==> config.mk <==
export PLATFORM = sky130hd
export DESIGN_NAME = sacn_data_packet_parser_unit_flat
export DESIGN_NICKNAME = d
export VERILOG_FILES = /design/src/hdl/sdpp_pkg.sv /design/src/hdl/sdpp_if.sv /design/src/hdl/sdpp_front.sv /design/src/hdl/sdpp_queue.sv /design/src/hdl/sdpp_back.sv /design/src/hdl/sacn_data_packet_parser_unit.sv /design/src/flat_wrapper.sv
export SDC_FILE = /design/constraint.sdc
export NUM_CORES = 1
export LEC_CHECK = 0
export ABC_CLOCK_PERIOD_IN_PS = 10600
export BUFFER_PORTS_ARGS = -buffer_cell sky130_fd_sc_hd__buf_2
export CAP_MARGIN = 20
export CORE_ASPECT_RATIO = 0.6
export CORE_UTILIZATION = 66
export CTS_CLUSTER_SIZE = 10
export DETAILED_ROUTE_END_ITERATION = 10
export PLACE_DENSITY = 0.95
export SLEW_MARGIN = 30
export SYNTH_ARGS = -nofsm -noshare
export SYNTH_HDL_FRONTEND = slang
export SYNTH_SLANG_ARGS = --single-unit
export TNS_END_PERCENT = 20
==> constraint.sdc <==
create_clock -name clk_i -period 10.6 [get_ports clk_i]
set_clock_uncertainty 0.1 [all_clocks]
set_input_delay 2.12 -clock clk_i [delete_from_list [all_inputs] [get_ports clk_i]]
set_output_delay 2.12 -clock clk_i [all_outputs]
set_load 0.02 [all_outputs]
==> src/hdl/sdpp_pkg.sv <==
// Shared types, status codes and header offsets for the sACN data packet parser.
// No dependencies; used by every module of the block.
package sdpp_pkg;

  // Channel limit, queue depth and derived pointer width
  localparam int unsigned MaxChannels = 512;
  localparam int unsigned QueueDepth  = 4;
  localparam int unsigned QueuePtrW   = $clog2(QueueDepth);

  // Result kinds
  localparam logic KindChannel = 1'b0;
  localparam logic KindSummary = 1'b1;

  // Summary status codes
  localparam logic [3:0] StOk        = 4'd0;
  localparam logic [3:0] StShort     = 4'd1;
  localparam logic [3:0] StPreamble  = 4'd2;
  localparam logic [3:0] StPostamble = 4'd3;
  localparam logic [3:0] StPktId     = 4'd4;
  localparam logic [3:0] StRootVec   = 4'd5;
  localparam logic [3:0] StFrameVec  = 4'd6;
  localparam logic [3:0] StDmpVec    = 4'd7;
  localparam logic [3:0] StCount     = 4'd8;
  localparam logic [3:0] StTrunc     = 4'd9;

  // Byte offsets inside the packet
  localparam logic [10:0] PosPreamble  = 11'd1;
  localparam logic [10:0] PosPostamble = 11'd3;
  localparam logic [10:0] PosIdFirst   = 11'd4;
  localparam logic [10:0] PosIdLast    = 11'd15;
  localparam logic [10:0] PosRootVec   = 11'd21;
  localparam logic [10:0] PosFrameVec  = 11'd43;
  localparam logic [10:0] PosPriority  = 11'd108;
  localparam logic [10:0] PosSequence  = 11'd111;
  localparam logic [10:0] PosUniverse  = 11'd114;
  localparam logic [10:0] PosDmpVec    = 11'd117;
  localparam logic [10:0] PosCount     = 11'd124;
  localparam logic [10:0] DataStart    = 11'd126;
  localparam logic [10:0] PosMax       = 11'd2047;

  // Expected header values
  localparam logic [15:0] Preamble  = 16'h0010;
  localparam logic [15:0] Postamble = 16'h0000;
  localparam logic [31:0] RootVec   = 32'h0000_0004;
  localparam logic [31:0] FrameVec  = 32'h0000_0002;
  localparam logic [7:0]  DmpVec    = 8'h02;

  // One queue entry: up to one channel result and one summary result
  typedef struct packed {
    logic        has_chan;
    logic [8:0]  chan_index;
    logic [7:0]  chan_value;
    logic        has_sum;
    logic [3:0]  status;
    logic [15:0] universe;
    logic [7:0]  priority_res;
    logic [7:0]  sequence_res;
    logic [9:0]  channel_count;
  } entry_t;

  // Queue status seen by the front and back parts
  typedef struct packed {
    logic full;
    logic empty;
  } queue_status_t;

  // Packet identifier "ASC-E1.17" and three zero bytes
  function automatic logic [7:0] ident_byte(input logic [3:0] idx);
    logic [7:0] val;
    case (idx)
      4'd0:    val = 8'h41;
      4'd1:    val = 8'h53;
      4'd2:    val = 8'h43;
      4'd3:    val = 8'h2D;
      4'd4:    val = 8'h45;
      4'd5:    val = 8'h31;
      4'd6:    val = 8'h2E;
      4'd7:    val = 8'h31;
      4'd8:    val = 8'h37;
      default: val = 8'h00;
    endcase
    return val;
  endfunction

endpackage

==> src/hdl/sdpp_if.sv <==
// Valid/ready channel interfaces for packet bytes and parser results.
// Depends on nothing; used by the front, back and top level.
interface sdpp_byte_if;
  logic       valid;
  logic       ready;
  logic [7:0] data_byte;
  logic       end_of_packet;

  modport source (output valid, output data_byte, output end_of_packet, input ready);
  modport sink   (input valid, input data_byte, input end_of_packet, output ready);
endinterface

interface sdpp_res_if;
  logic        valid;
  logic        ready;
  logic        kind;
  logic [8:0]  channel_index;
  logic [7:0]  channel_value;
  logic [3:0]  status;
  logic [15:0] universe;
  logic [7:0]  priority_res;
  logic [7:0]  sequence_res;
  logic [9:0]  channel_count;
  logic        last_result;

  modport source (output valid, output kind, output channel_index, output channel_value,
                  output status, output universe, output priority_res,
                  output sequence_res, output channel_count, output last_result,
                  input ready);
  modport sink   (input valid, input kind, input channel_index, input channel_value,
                  input status, input universe, input priority_res,
                  input sequence_res, input channel_count, input last_result,
                  output ready);
endinterface

==> src/hdl/sdpp_front.sv <==
// Front part: accepts packet bytes, runs header checks, captures fields and
// builds queue entries. Depends on sdpp_pkg and sdpp_byte_if.
module sdpp_front (
  input  logic                   clk_i,
  input  logic                   rst_ni,
  sdpp_byte_if.sink              byte_i,
  input  sdpp_pkg::queue_status_t q_status_i,
  output logic                   push_o,
  output sdpp_pkg::entry_t       entry_o
);

  logic [10:0] pos_q, pos_d;
  logic [3:0]  err_q, err_d;
  logic [15:0] univ_q, univ_d;
  logic [7:0]  prio_q, prio_d;
  logic [7:0]  seq_q, seq_d;
  logic [15:0] pc_q, pc_d;
  logic [31:0] ws_q, ws_d;

  logic        accept;
  logic        last;
  logic [7:0]  b;
  logic [3:0]  err_code;
  logic [15:0] count_hw;
  logic [10:0] data_off;
  logic        chan_hit;
  logic [3:0]  sum_status;
  logic [9:0]  sum_count;

  assign byte_i.ready = !q_status_i.full;
  assign accept       = byte_i.valid && byte_i.ready;
  assign b            = byte_i.data_byte;
  assign last         = byte_i.end_of_packet;

  // Header checks and field captures at fixed offsets
  always_comb begin
    ws_d     = {ws_q[23:0], b};
    count_hw = {ws_q[7:0], b};
    err_code = sdpp_pkg::StOk;
    if (pos_q == sdpp_pkg::PosPreamble && ws_d[15:0] != sdpp_pkg::Preamble) begin
      err_code = sdpp_pkg::StPreamble;
    end
    if (pos_q == sdpp_pkg::PosPostamble && ws_d[15:0] != sdpp_pkg::Postamble) begin
      err_code = sdpp_pkg::StPostamble;
    end
    if (pos_q >= sdpp_pkg::PosIdFirst && pos_q <= sdpp_pkg::PosIdLast &&
        b != sdpp_pkg::ident_byte(4'(pos_q - sdpp_pkg::PosIdFirst))) begin
      err_code = sdpp_pkg::StPktId;
    end
    if (pos_q == sdpp_pkg::PosRootVec && ws_d != sdpp_pkg::RootVec) begin
      err_code = sdpp_pkg::StRootVec;
    end
    if (pos_q == sdpp_pkg::PosFrameVec && ws_d != sdpp_pkg::FrameVec) begin
      err_code = sdpp_pkg::StFrameVec;
    end
    if (pos_q == sdpp_pkg::PosDmpVec && b != sdpp_pkg::DmpVec) begin
      err_code = sdpp_pkg::StDmpVec;
    end
    // count of 0 or 1, or count-1 above the channel limit
    if (pos_q == sdpp_pkg::PosCount &&
        (count_hw < 16'd2 || count_hw > 16'(sdpp_pkg::MaxChannels + 1))) begin
      err_code = sdpp_pkg::StCount;
    end

    err_d  = (err_q == sdpp_pkg::StOk) ? err_code : err_q;
    prio_d = (pos_q == sdpp_pkg::PosPriority) ? b : prio_q;
    seq_d  = (pos_q == sdpp_pkg::PosSequence) ? b : seq_q;
    univ_d = (pos_q == sdpp_pkg::PosUniverse) ? ws_d[15:0] : univ_q;
    pc_d   = (pos_q == sdpp_pkg::PosCount) ? count_hw : pc_q;
    pos_d  = (pos_q == sdpp_pkg::PosMax) ? pos_q : pos_q + 11'd1;
  end

  // Channel result: no error so far, so the count is known to be 2..limit+1
  assign data_off = pos_q - sdpp_pkg::DataStart;
  assign chan_hit = pos_q >= sdpp_pkg::DataStart && err_q == sdpp_pkg::StOk &&
                    {5'd0, data_off} < (pc_q - 16'd1);

  // Packet summary
  always_comb begin
    sum_status = err_q;
    sum_count  = 10'd0;
    if (pos_q < sdpp_pkg::DataStart) begin
      sum_status = sdpp_pkg::StShort;
    end else if (err_q == sdpp_pkg::StOk) begin
      sum_count = 10'(pc_q - 16'd1);
      // 126 + count > pos + 1
      if ({2'd0, sum_count} + 12'd125 > {1'b0, pos_q}) begin
        sum_status = sdpp_pkg::StTrunc;
      end
    end
  end

  // Queue entry; a field captured from the final byte itself shows in its summary
  always_comb begin
    entry_o               = '0;
    entry_o.has_chan      = chan_hit;
    entry_o.chan_index    = data_off[8:0];
    entry_o.chan_value    = b;
    entry_o.has_sum       = last;
    entry_o.status        = sum_status;
    entry_o.universe      = univ_d;
    entry_o.priority_res  = prio_d;
    entry_o.sequence_res  = seq_d;
    entry_o.channel_count = sum_count;
  end

  assign push_o = accept && (chan_hit || last);

  // Parser state; cleared after the final byte
  always_ff @(posedge clk_i or negedge rst_ni) begin
    if (!rst_ni) begin
      pos_q  <= '0;
      err_q  <= sdpp_pkg::StOk;
      univ_q <= '0;
      prio_q <= '0;
      seq_q  <= '0;
      pc_q   <= '0;
      ws_q   <= '0;
    end else if (accept) begin
      if (last) begin
        pos_q  <= '0;
        err_q  <= sdpp_pkg::StOk;
        univ_q <= '0;
        prio_q <= '0;
        seq_q  <= '0;
        pc_q   <= '0;
        ws_q   <= '0;
      end else begin
        pos_q  <= pos_d;
        err_q  <= err_d;
        univ_q <= univ_d;
        prio_q <= prio_d;
        seq_q  <= seq_d;
        pc_q   <= pc_d;
        ws_q   <= ws_d;
      end
    end
  end

endmodule

==> src/hdl/sdpp_queue.sv <==
// Short entry queue between the front and back parts.
// Depends on sdpp_pkg.
module sdpp_queue (
  input  logic                    clk_i,
  input  logic                    rst_ni,
  input  logic                    push_i,
  input  sdpp_pkg::entry_t        entry_i,
  input  logic                    pop_i,
  output sdpp_pkg::entry_t        head_o,
  output sdpp_pkg::queue_status_t status_o
);

  localparam int unsigned PtrW = sdpp_pkg::QueuePtrW;

  sdpp_pkg::entry_t mem_q [sdpp_pkg::QueueDepth];
  logic [PtrW-1:0]  wr_ptr_q, rd_ptr_q;
  logic [PtrW:0]    cnt_q;

  assign status_o.full  = cnt_q == (PtrW+1)'(sdpp_pkg::QueueDepth);
  assign status_o.empty = cnt_q == '0;
  assign head_o         = mem_q[rd_ptr_q];

  // Entry storage
  always_ff @(posedge clk_i) begin
    if (push_i) begin
      mem_q[wr_ptr_q] <= entry_i;
    end
  end

  // Pointers and fill count
  always_ff @(posedge clk_i or negedge rst_ni) begin
    if (!rst_ni) begin
      wr_ptr_q <= '0;
      rd_ptr_q <= '0;
      cnt_q    <= '0;
    end else begin
      if (push_i) begin
        wr_ptr_q <= wr_ptr_q + 1'b1;
      end
      if (pop_i) begin
        rd_ptr_q <= rd_ptr_q + 1'b1;
      end
      case ({push_i, pop_i})
        2'b10:   cnt_q <= cnt_q + 1'b1;
        2'b01:   cnt_q <= cnt_q - 1'b1;
        default: cnt_q <= cnt_q;
      endcase
    end
  end

  // Count tracks pointer distance; no overflow or underflow
  a_no_overflow: assert property (@(posedge clk_i) disable iff (!rst_ni)
    push_i |-> !status_o.full)
    else $error("queue push while full");
  a_no_underflow: assert property (@(posedge clk_i) disable iff (!rst_ni)
    pop_i |-> !status_o.empty)
    else $error("queue pop while empty");
  a_ptr_gap: assert property (@(posedge clk_i) disable iff (!rst_ni)
    cnt_q != '0 && cnt_q != (PtrW+1)'(sdpp_pkg::QueueDepth) |->
      (wr_ptr_q - rd_ptr_q) == cnt_q[PtrW-1:0])
    else $error("queue count does not match pointers");

endmodule

==> src/hdl/sdpp_back.sv <==
// Back part: turns queue entries into result words through an output register.
// Depends on sdpp_pkg and sdpp_res_if.
module sdpp_back (
  input  logic                    clk_i,
  input  logic                    rst_ni,
  input  sdpp_pkg::entry_t        head_i,
  input  sdpp_pkg::queue_status_t q_status_i,
  output logic                    pop_o,
  sdpp_res_if.source              res_o
);

  logic        valid_q;
  logic        sent_q;
  logic        load;
  logic        emit_chan;
  logic        kind_q;
  logic [8:0]  index_q;
  logic [7:0]  value_q;
  logic [3:0]  status_q;
  logic [15:0] univ_q;
  logic [7:0]  prio_q;
  logic [7:0]  seq_q;
  logic [9:0]  count_q;
  logic        last_q;

  assign load      = (!valid_q || res_o.ready) && !q_status_i.empty;
  assign emit_chan = head_i.has_chan && !sent_q;
  // an entry with both results stays for a second word
  assign pop_o     = load && !(emit_chan && head_i.has_sum);

  // Output valid and per-entry progress
  always_ff @(posedge clk_i or negedge rst_ni) begin
    if (!rst_ni) begin
      valid_q <= 1'b0;
      sent_q  <= 1'b0;
    end else begin
      if (load) begin
        valid_q <= 1'b1;
        sent_q  <= emit_chan && head_i.has_sum;
      end else if (res_o.ready) begin
        valid_q <= 1'b0;
      end
    end
  end

  // Output payload
  always_ff @(posedge clk_i) begin
    if (load) begin
      if (emit_chan) begin
        kind_q   <= sdpp_pkg::KindChannel;
        index_q  <= head_i.chan_index;
        value_q  <= head_i.chan_value;
        status_q <= sdpp_pkg::StOk;
        univ_q   <= '0;
        prio_q   <= '0;
        seq_q    <= '0;
        count_q  <= '0;
        last_q   <= !head_i.has_sum;
      end else begin
        kind_q   <= sdpp_pkg::KindSummary;
        index_q  <= '0;
        value_q  <= '0;
        status_q <= head_i.status;
        univ_q   <= head_i.universe;
        prio_q   <= head_i.priority_res;
        seq_q    <= head_i.sequence_res;
        count_q  <= head_i.channel_count;
        last_q   <= 1'b1;
      end
    end
  end

  assign res_o.valid         = valid_q;
  assign res_o.kind          = kind_q;
  assign res_o.channel_index = index_q;
  assign res_o.channel_value = value_q;
  assign res_o.status        = status_q;
  assign res_o.universe      = univ_q;
  assign res_o.priority_res  = prio_q;
  assign res_o.sequence_res  = seq_q;
  assign res_o.channel_count = count_q;
  assign res_o.last_result   = last_q;

  // Half-sent entry still waits in the queue for its summary
  a_sent_held: assert property (@(posedge clk_i) disable iff (!rst_ni)
    sent_q |-> !q_status_i.empty && head_i.has_sum)
    else $error("summary lost after channel word");
  a_chan_not_last: assert property (@(posedge clk_i) disable iff (!rst_ni)
    $rose(sent_q) |-> valid_q && kind_q == sdpp_pkg::KindChannel && !last_q)
    else $error("channel word of a two-word entry marked last");

endmodule

==> src/hdl/sacn_data_packet_parser_unit.sv <==
// Top level of the sACN (E1.31) data packet parser.
// Depends on sdpp_pkg, sdpp_if, sdpp_front, sdpp_queue and sdpp_back.
//
// Usage:
//   byte_i carries one packet byte per word with end_of_packet on the final
//   byte. res_o carries result words: a channel word (kind 0) for each DMX
//   channel byte of a packet whose header passed, and one summary word
//   (kind 1) on the final byte with the first error, universe, priority,
//   sequence and channel count. last_result marks the last word of a byte.
//   Throughput: one byte per cycle while the queue has room; the final byte of
//   a packet that also carries a channel value gives two words, the channel
//   word and then the summary word. Each result passes through the queue and
//   then the output register, and waits in the queue while the output holds
//   an earlier word.
//   The front accepts bytes while the four-entry queue has room, so bytes
//   keep flowing while a finished word waits; when the receiver stalls the
//   queue fills and byte_i.ready drops.
//   Reset clears the parser state, the queue and the output valid; the block
//   is ready for the first byte of a packet right after reset.
module sacn_data_packet_parser_unit (
  input  logic       clk_i,
  input  logic       rst_ni,
  sdpp_byte_if.sink  byte_i,
  sdpp_res_if.source res_o
);

  logic                    push;
  logic                    pop;
  sdpp_pkg::entry_t        entry;
  sdpp_pkg::entry_t        head;
  sdpp_pkg::queue_status_t q_status;

  sdpp_front u_front (
    .clk_i      (clk_i),
    .rst_ni     (rst_ni),
    .byte_i     (byte_i),
    .q_status_i (q_status),
    .push_o     (push),
    .entry_o    (entry)
  );

  sdpp_queue u_queue (
    .clk_i    (clk_i),
    .rst_ni   (rst_ni),
    .push_i   (push),
    .entry_i  (entry),
    .pop_i    (pop),
    .head_o   (head),
    .status_o (q_status)
  );

  sdpp_back u_back (
    .clk_i      (clk_i),
    .rst_ni     (rst_ni),
    .head_i     (head),
    .q_status_i (q_status),
    .pop_o      (pop),
    .res_o      (res_o)
  );

endmodule

==> src/flat_wrapper.sv <==
// flat-port wrapper written by rule: the top's interface ports become plain ports
module sacn_data_packet_parser_unit_flat 
  (clk_i, rst_ni, byte_i_valid, byte_i_data_byte, byte_i_end_of_packet, byte_i_ready, res_o_valid, res_o_kind, res_o_channel_index, res_o_channel_value, res_o_status, res_o_universe, res_o_priority_res, res_o_sequence_res, res_o_channel_count, res_o_last_result, res_o_ready);
  sdpp_byte_if byte_i_i ();
  sdpp_res_if res_o_i ();
  input  logic clk_i;
  input  logic rst_ni;
  input wire logic [$bits(byte_i_i.valid)-1:0] byte_i_valid;
  input wire logic [$bits(byte_i_i.data_byte)-1:0] byte_i_data_byte;
  input wire logic [$bits(byte_i_i.end_of_packet)-1:0] byte_i_end_of_packet;
  output wire logic [$bits(byte_i_i.ready)-1:0] byte_i_ready;
  output wire logic [$bits(res_o_i.valid)-1:0] res_o_valid;
  output wire logic [$bits(res_o_i.kind)-1:0] res_o_kind;
  output wire logic [$bits(res_o_i.channel_index)-1:0] res_o_channel_index;
  output wire logic [$bits(res_o_i.channel_value)-1:0] res_o_channel_value;
  output wire logic [$bits(res_o_i.status)-1:0] res_o_status;
  output wire logic [$bits(res_o_i.universe)-1:0] res_o_universe;
  output wire logic [$bits(res_o_i.priority_res)-1:0] res_o_priority_res;
  output wire logic [$bits(res_o_i.sequence_res)-1:0] res_o_sequence_res;
  output wire logic [$bits(res_o_i.channel_count)-1:0] res_o_channel_count;
  output wire logic [$bits(res_o_i.last_result)-1:0] res_o_last_result;
  input wire logic [$bits(res_o_i.ready)-1:0] res_o_ready;
  assign byte_i_i.valid = byte_i_valid;
  assign byte_i_i.data_byte = byte_i_data_byte;
  assign byte_i_i.end_of_packet = byte_i_end_of_packet;
  assign byte_i_ready = byte_i_i.ready;
  assign res_o_valid = res_o_i.valid;
  assign res_o_kind = res_o_i.kind;
  assign res_o_channel_index = res_o_i.channel_index;
  assign res_o_channel_value = res_o_i.channel_value;
  assign res_o_status = res_o_i.status;
  assign res_o_universe = res_o_i.universe;
  assign res_o_priority_res = res_o_i.priority_res;
  assign res_o_sequence_res = res_o_i.sequence_res;
  assign res_o_channel_count = res_o_i.channel_count;
  assign res_o_last_result = res_o_i.last_result;
  assign res_o_i.ready = res_o_ready;
  sacn_data_packet_parser_unit u_core (.clk_i(clk_i), .rst_ni(rst_ni), .byte_i(byte_i_i), .res_o(res_o_i));
endmodule
==> results of run 1 <==
[cell families after synthesis]
logic type | after synthesis | synth area share
AOI/OAI and AO/OA | 135 | 0.0522
muxes | 105 | 0.106
DFF | 421 | 0.676
adders and majority gates | 38 | 0.0268
and+or+nand+nor | 329 | 0.0967
buffers and inverters | 89 | 0.0194
xor gates and xnor gates | 47 | 0.0233
[area by class of cell]
| class | instances | area share |
|---|---|---|
| Clock inverter | 2 | 0.00143 |
| Inverter | 31 | 0.00577 |
| Tap cell | 360 | 0.0223 |
| Clock buffer | 86 | 0.0677 |
| Multi-Input combinational cell | 654 | 0.274 |
| Timing Repair Buffer | 92 | 0.0251 |
| Sequential cell | 421 | 0.603 |
[power by group]
part           total, mW  switching, mW  internal [mW]
combinational       1.36          0.828          0.534
clock               1.50          0.629          0.867
sequential          2.30          0.150           2.15
total               5.15           1.61           3.55
[sequential cells by signal, summed over array words and instances (netlist names)]
signal	flops
u_core.u_back.res_o.kind	1
u_core.u_back.res_o.channel_count	10
u_core.u_front.err_q	4
u_core.u_front.seq_q	8
u_core.u_front.univ_q	16
u_core.u_queue.cnt_q	3
u_core.u_front.pc_q	16
u_core.u_back.res_o.sequence_res	8
u_core.u_back.sent_q	1
u_core.u_back.res_o.valid	1
u_core.u_queue.mem_q	260
u_core.u_back.res_o.channel_value	8
u_core.u_front.pos_q	11
u_core.u_back.res_o.universe	16
u_core.u_back.res_o.status	4
u_core.u_front.prio_q	8
u_core.u_queue.wr_ptr_q	2
u_core.u_back.res_o.priority_res	8
u_core.u_front.ws_q	24
u_core.u_back.res_o.last_result	1
u_core.u_queue.rd_ptr_q	2
u_core.u_back.res_o.channel_index	9
[path summary, 6_finish.rpt]
path | cells after the start | slack (ns) | from | end
setup reg to reg | 13 | 5.72 | u_core.u_front.pc_q[0]$_DFFE_PN0P_ | u_core.u_queue.mem_q[1][23]$_DFFE_PP_
hold reg to reg | 1 | 0.38 | u_core.u_front.ws_q[23]$_DFFE_PN0P_ | u_core.u_front.ws_q[23]$_DFFE_PN0P_
hold / removal | 1 | 0.38 | u_core.u_front.ws_q[23]$_DFFE_PN0P_ | u_core.u_front.ws_q[23]$_DFFE_PN0P_
max in group asynchronous | 2 | 8.01 | rst_ni | u_core.u_queue.rd_ptr_q[0]$_DFFE_PN0P_
setup / recovery | 12 | 5.67 | byte_i_valid | u_core.u_queue.cnt_q[2]$_DFFE_PN0P_
min in group asynchronous | 1 | 1.31 | rst_ni | u_core.u_front.ws_q[18]$_DFFE_PN0P_
[layout by cell type (no fill, tap or decap), drive strengths merged, types with 3 or more instances in the layout]
cell type / count
a22o: 18
inv: 32
mux4: 64
mux2: 36
a211oi: 3
nor3b: 5
buf: 92
o21ai: 45
nor3: 10
mux2i: 5
o21a: 3
nor4: 10
and3: 25
or3: 7
xor2: 13
ha: 36
o221ai: 3
nand3b: 3
dfrtp: 96
nor2b: 8
and2: 72
edfxtp: 325
nor2: 55
xnor2: 34
nand3: 14
a21o: 30
nand4: 16
a21oi: 13
clkbuf: 86
nand2: 91
[metal layers]
metal	track usage	share of wire	up-vias
li1	-	-	4552
met1	0.445	0.41	5477
met2	0.459	0.45	689
met3	0.0925	0.12	103
met4	0.102	0.027	2
met5	0	0.00031	-
[worst register-to-register path: cells and delay by family (launching register included)]
family	cells	cell delay (ns)
adders and majority gates	2	0.61
AOI/OAI and AO/OA	3	0.70
DFF	1	0.52
buffers and inverters	2	0.93
and+or+nand+nor	5	1.41
xor gates and xnor gates	1	0.16
[metrics by stage]
step | worst slack [ns] | hold slack, ns | utilization | instances | area (um^2)
floorplan | 3.65 | 0.344 | - | 1164 | 18000
global placement | 5.29 | 0.356 | 0.705 | 1558 | 18800
detailed placement | 5.17 | 0.371 | 0.706 | 1558 | 18800
CTS | 5.74 | 0.383 | 0.758 | 1646 | 20200
global route | 5.50 | 0.399 | 0.759 | 1646 | 20200
finish | 5.67 | 0.381 | 0.759 | 1646 | 20200
==> results.toml, run 1 <==
[logic_synthesis]
async_reset_ff_frac = 0.228
synth-edff-count = 325
synth.area.top_cells = "edfxtp_1, dfrtp_1, mux4_2"
yosysMostFrequentCell = "edfxtp_1"
syn_area_per_cell_um2 = 15.5
synth_ff_type = "edfxtp_1"
syn_area_um2 = 18000
yosys-top-cells-count = "edfxtp_1, dfrtp_1, nand2_1"
synth_top_cell_by_area = "edfxtp_1"
ys_seq_area_frac = 0.676
synth_warnings = 0
yosysUniqueCellTypes = 71
synth_seq_cells = 421
yosys.area.top_type_share = 0.542
netlist_instances = 1164
synth_nets = 1214

[timing]
slew_headroom = 0.344
fmax_mhz = 203
drv_slew = 0
layout_min_cycle_time_ns = 4.93
setup_viol = 0
rsz0062_at_grt = "false"
fin_setup_tns_ns = 0
finalHoldViolations = 0
worstMarginPinSlew_ns = 0.984
fin_crit_sh = 0.465

[cts]
postCtsSetupBuffers = 0
worstSkewPairLatency_ns = 0.56
htreeDepth = 2
root_buffer = "clkbuf_16"
cts_made_buffers = 48
cts.clk_slew.worst_paths_ns = 0.05
cts_sinks = 421
cts_resized = 0
cts_max_path_buffers = 3
tritoncts = "done"
hold_buffers = 0

[routing]
dr.pass1.iters = 5
via_per_inst = 6.58
antenna_left = 0
drt_wl_total_um = 42000
drc_errors = 0
drt-initial-drc-count = 1337
avgRoutedWirePerCell_um = 25.5
vias = 10800

[die]
initial_utilization = 0.677
core_um2 = 26600
ios = 80
dieWidth_um = 215
die_y_um = 130
dieArea_um2 = 27900
num_rows = 46

[pwr]
power_per_cell_area_nw_per_um2 = 256
vdd_ir_drop_max_v = 0.000228
p_leak_nw = 7.77
total_power_mw = 5.15

[global_route]
grt_pass1_vias = 10500
grt_max_degree = 97
antenna_found_initial = 1
grt_use_total = 0.309
grt_pass1_wl_um = 62900
grt_overflow = 0

[setup_path]
crit_slowest_cell = "buf_4"
critPathMaxStageDelay_ns = 0.71
critPathKind = "in -> reg"
crit_path_end_kind = "flop"
required_ns = 10.98
crit_fanout = 96
crit_chain = "buf_2 -> nand2_2 -> buf_4 -> nor2_1 -> a21o_1 -> a31oi_4 -> ha_1 -> inv_1 -> fa_1 -> xor2_1 -> nor2_1 -> xor2_1"
cp_num_buf_inv = 3
worst_ep_arrival_time_ns = 5.31
cp-start-kind = "primary input"
critPathTopFamily = "buffers and inverters"

[run]
cap_violations = 0

[final_layout]
multiInputGateArea_um2 = 5540
area_growth_pct = 12.1
fillCellCount = 1495
final-seq-area_um2 = 12200
drive_gt1_frac = 0.202
antennaDiodeCount = 0
nNetsFinal = 1298

[worst_hold_path]
hp-class = "reg -> reg"

[outcome]
status = "finished clean"

[placement]
gp_congestion = 0.967
dp_hpwl_um = 25100
portBuffers = 79
Power figures use the tool's default switching activity.
==> run 2, diff against run 1 <==
--- a/config.mk
+++ b/config.mk
@@ -5,14 +5,14 @@
 export SDC_FILE = /design/constraint.sdc
 export NUM_CORES = 1
 export LEC_CHECK = 0
-export ABC_CLOCK_PERIOD_IN_PS = 10600
+export ABC_CLOCK_PERIOD_IN_PS = 4210
 export BUFFER_PORTS_ARGS = -buffer_cell sky130_fd_sc_hd__buf_2
 export CAP_MARGIN = 20
 export CORE_ASPECT_RATIO = 0.6
-export CORE_UTILIZATION = 66
+export CORE_UTILIZATION = 55
 export CTS_CLUSTER_SIZE = 10
 export DETAILED_ROUTE_END_ITERATION = 10
-export PLACE_DENSITY = 0.95
+export PLACE_DENSITY = 0.85
 export SLEW_MARGIN = 30
 export SYNTH_ARGS = -nofsm -noshare
 export SYNTH_HDL_FRONTEND = slang
==> constraint.sdc (replaced) <==
create_clock -name clk_i -period 4.21 [get_ports clk_i]
set_clock_uncertainty 0.1 [all_clocks]
set_input_delay 0.842 -clock clk_i [delete_from_list [all_inputs] [get_ports clk_i]]
set_output_delay 0.842 -clock clk_i [all_outputs]
set_load 0.02 [all_outputs]
==> results.toml, run 2 (synthesized netlist as in run 1, its figures left out) <==
[outcome]
status = "finished clean"

[routing]
drc_errors = 0
drt_wl_total_um = 40700
vias = 10500
drt-initial-drc-count = 1025
avgRoutedWirePerCell_um = 23.6
dr.pass1.iters = 5
via_per_inst = 6.07
antenna_left = 0

[final_layout]
mostFrequentLayoutCell = "edfxtp_1"
mostFrequentLayoutCells = "edfxtp_1, dfrtp_1, nand2_1, buf_2, and2_1"
antennaDiodeCount = 0
top_regs = "u_core.u_queue.mem_q x260, u_core.u_front.ws_q x24"
drive_gt1_frac = 0.221
area_growth_pct = 14.0
fillCellCount = 2131
largest_reg_flops = 260
fin_area_um2 = 20500
nNetsFinal = 1322
regMostFlops = "u_core.u_queue.mem_q"

[pwr]
total_power_mw = 13.0
p_sw_frac = 0.308
p_seq_frac = 0.442
clkPwrFrac = 0.289
power_per_cell_area_nw_per_um2 = 634
p_switching_mw = 4.00
p_comb_frac = 0.269
p_leak_nw = 7.92
vdd_ir_drop_max_v = 0.000317
internal_power_mw = 9.00

[setup_path]
crit_path_end_kind = "flop"
rrSetupSlack_ns = 0.11
worst_ep_arrival_time_ns = 4.48
critPathMaxStageDelay_ns = 0.47
crit_slowest_cell = "dfrtp_2"
worstReg2RegStart = "u_core.u_front.pc_q[2]$_DFFE_PN0P_"
cpMostUsedCell = "xor2_1"
crit_chain = "nor4_4 -> nand2_2 -> or3_1 -> or3_1 -> xor2_1 -> ha_1 -> nand3_1 -> o31ai_2 -> o32ai_2 -> a31oi_4 -> ha_4 -> inv_1 -> fa_1 -> xor2_1 -> nor2_1 -> xor2_1"
critPathKind = "reg -> reg"
cp-start-kind = "flop"
r2r_end = "u_core.u_queue.cnt_q[2]$_DFFE_PN0P_"
critPathTopFamily = "simple AND/OR/NAND/NOR gates"
cp_num_buf_inv = 1
cp_num_cells = 16
rr_worst_depth = 16
crit_fanout = 7
required_ns = 4.59

[cts]
cts_made_buffers = 48
root_buffer = "clkbuf_16"
htreeDepth = 2
cts_sinks = 421
cts_max_path_buffers = 3
tritoncts = "done"
cts.clk_slew.worst_paths_ns = 0.06
worstSkewPairLatency_ns = 0.55

[die]
core_um2 = 31700
dieWidth_um = 235
initial_utilization = 0.568
dieArea_um2 = 33500
num_rows = 50
die_y_um = 142
ios = 80

[timing]
worstMarginPinSlew_ns = 0.972
setup_viol = 0
layout_min_cycle_time_ns = 4.10
drv_slew = 0
fin_crit_sh = 0.975
slew_headroom = 0.352
fmax_mhz = 244
finalHoldViolations = 0
rsz0062_at_grt = "true"
fin_setup_tns_ns = 0

[run]
cap_violations = 0

[placement]
post_dp_cell_area_um2 = 19100
portBuffers = 79
gp_congestion = 1.00
dp_hpwl_um = 25500

[worst_hold_path]
hp-class = "in -> async"

[global_route]
grt_pass1_vias = 10400
antenna_found_initial = 0
grt_pass1_wl_um = 62500
grt_use_total = 0.251
grt_max_degree = 89
grt_overflow = 0
## run 2: changes by cell type in the layout (fill, tap and decap cells not counted), sizes merged
cell	previous run	this run
buf	92	116
## run 2: through the flow
step	setup slack (ns)	hold slack [ns]	cells	utilization
finish	0.107	0.245	1726	0.648
global route	-0.124	0.287	1726	0.648
CTS	0.0876	0.261	1726	0.646
detailed placement	0.122	0.366	1638	0.602
global placement	0.220	0.356	1638	0.602
floorplan	-0.705	0.344	1164	-
## run 2: timing repair
item | in CTS | in global routing
resized for setup | 0 | 7
hold buffers | 0 | 0
buffers inserted | 0 | 0
setup endpoints to repair | 0 | 5
## run 2: power groups by stage
stage	Sequential, mW	Clock (mW)	Combinational [mW]
floorplan	6.13	0	2.00
global placement	5.78	0	3.40
detailed placement	5.81	0	3.48
CTS	5.74	3.81	3.52
global route	5.81	3.98	3.76
finish	5.74	3.76	3.49
## run 2: routing by layer
layer	vias to the layer above	wire length [um]	global-route usage
met1	5356	18100	0.373
met2	451	18000	0.367
met4	0	517	0.0547
met3	53	4040	0.0739
met5	-	0	0
li1	4613	-	-
## run 2: cell type report
class | instances | area (um^2) | area share
Clock inverter | 2 | 26.3 | 0.00128
Multi-Input combinational cell | 654 | 5570 | 0.272
Timing Repair Buffer | 116 | 726 | 0.0354
Inverter | 31 | 116 | 0.00568
Clock buffer | 86 | 1380 | 0.0671
Sequential cell | 421 | 12200 | 0.593
Tap cell | 416 | 520 | 0.0254
## run 2: worst max path at each step
stage	startpoint	endpoint	slack, ns
3_3_place_gp	u_core.u_front.pc_q[5]$_DFFE_PN0P_	u_core.u_queue.cnt_q[2]$_DFFE_PN0P_	0.22
3_5_place_dp	u_core.u_front.pc_q[5]$_DFFE_PN0P_	u_core.u_queue.cnt_q[2]$_DFFE_PN0P_	0.12
2_1_floorplan	u_core.u_front.pc_q[5]$_DFFE_PN0P_	u_core.u_queue.mem_q[0][0]$_DFFE_PP_	-0.70
5_1_grt	u_core.u_front.pc_q[2]$_DFFE_PN0P_	u_core.u_queue.cnt_q[2]$_DFFE_PN0P_	-0.12
4_1_cts	u_core.u_front.pc_q[5]$_DFFE_PN0P_	u_core.u_queue.cnt_q[2]$_DFFE_PN0P_	0.09
6_report	u_core.u_front.pc_q[2]$_DFFE_PN0P_	u_core.u_queue.cnt_q[2]$_DFFE_PN0P_	0.11
## run 2: worst register-to-register path, stage by stage, from the launching register on
cell,delay [ns]
dfrtp_2,0.47
nor4_4,0.32
nand2_2,0.11
or3_1,0.35
or3_1,0.33
xor2_1,0.16
ha_1,0.33
nand3_1,0.14
o31ai_2,0.23
o32ai_2,0.15
a31oi_4,0.30
ha_4,0.19
inv_1,0.05
fa_1,0.38
xor2_1,0.15
nor2_1,0.11
xor2_1,0.16
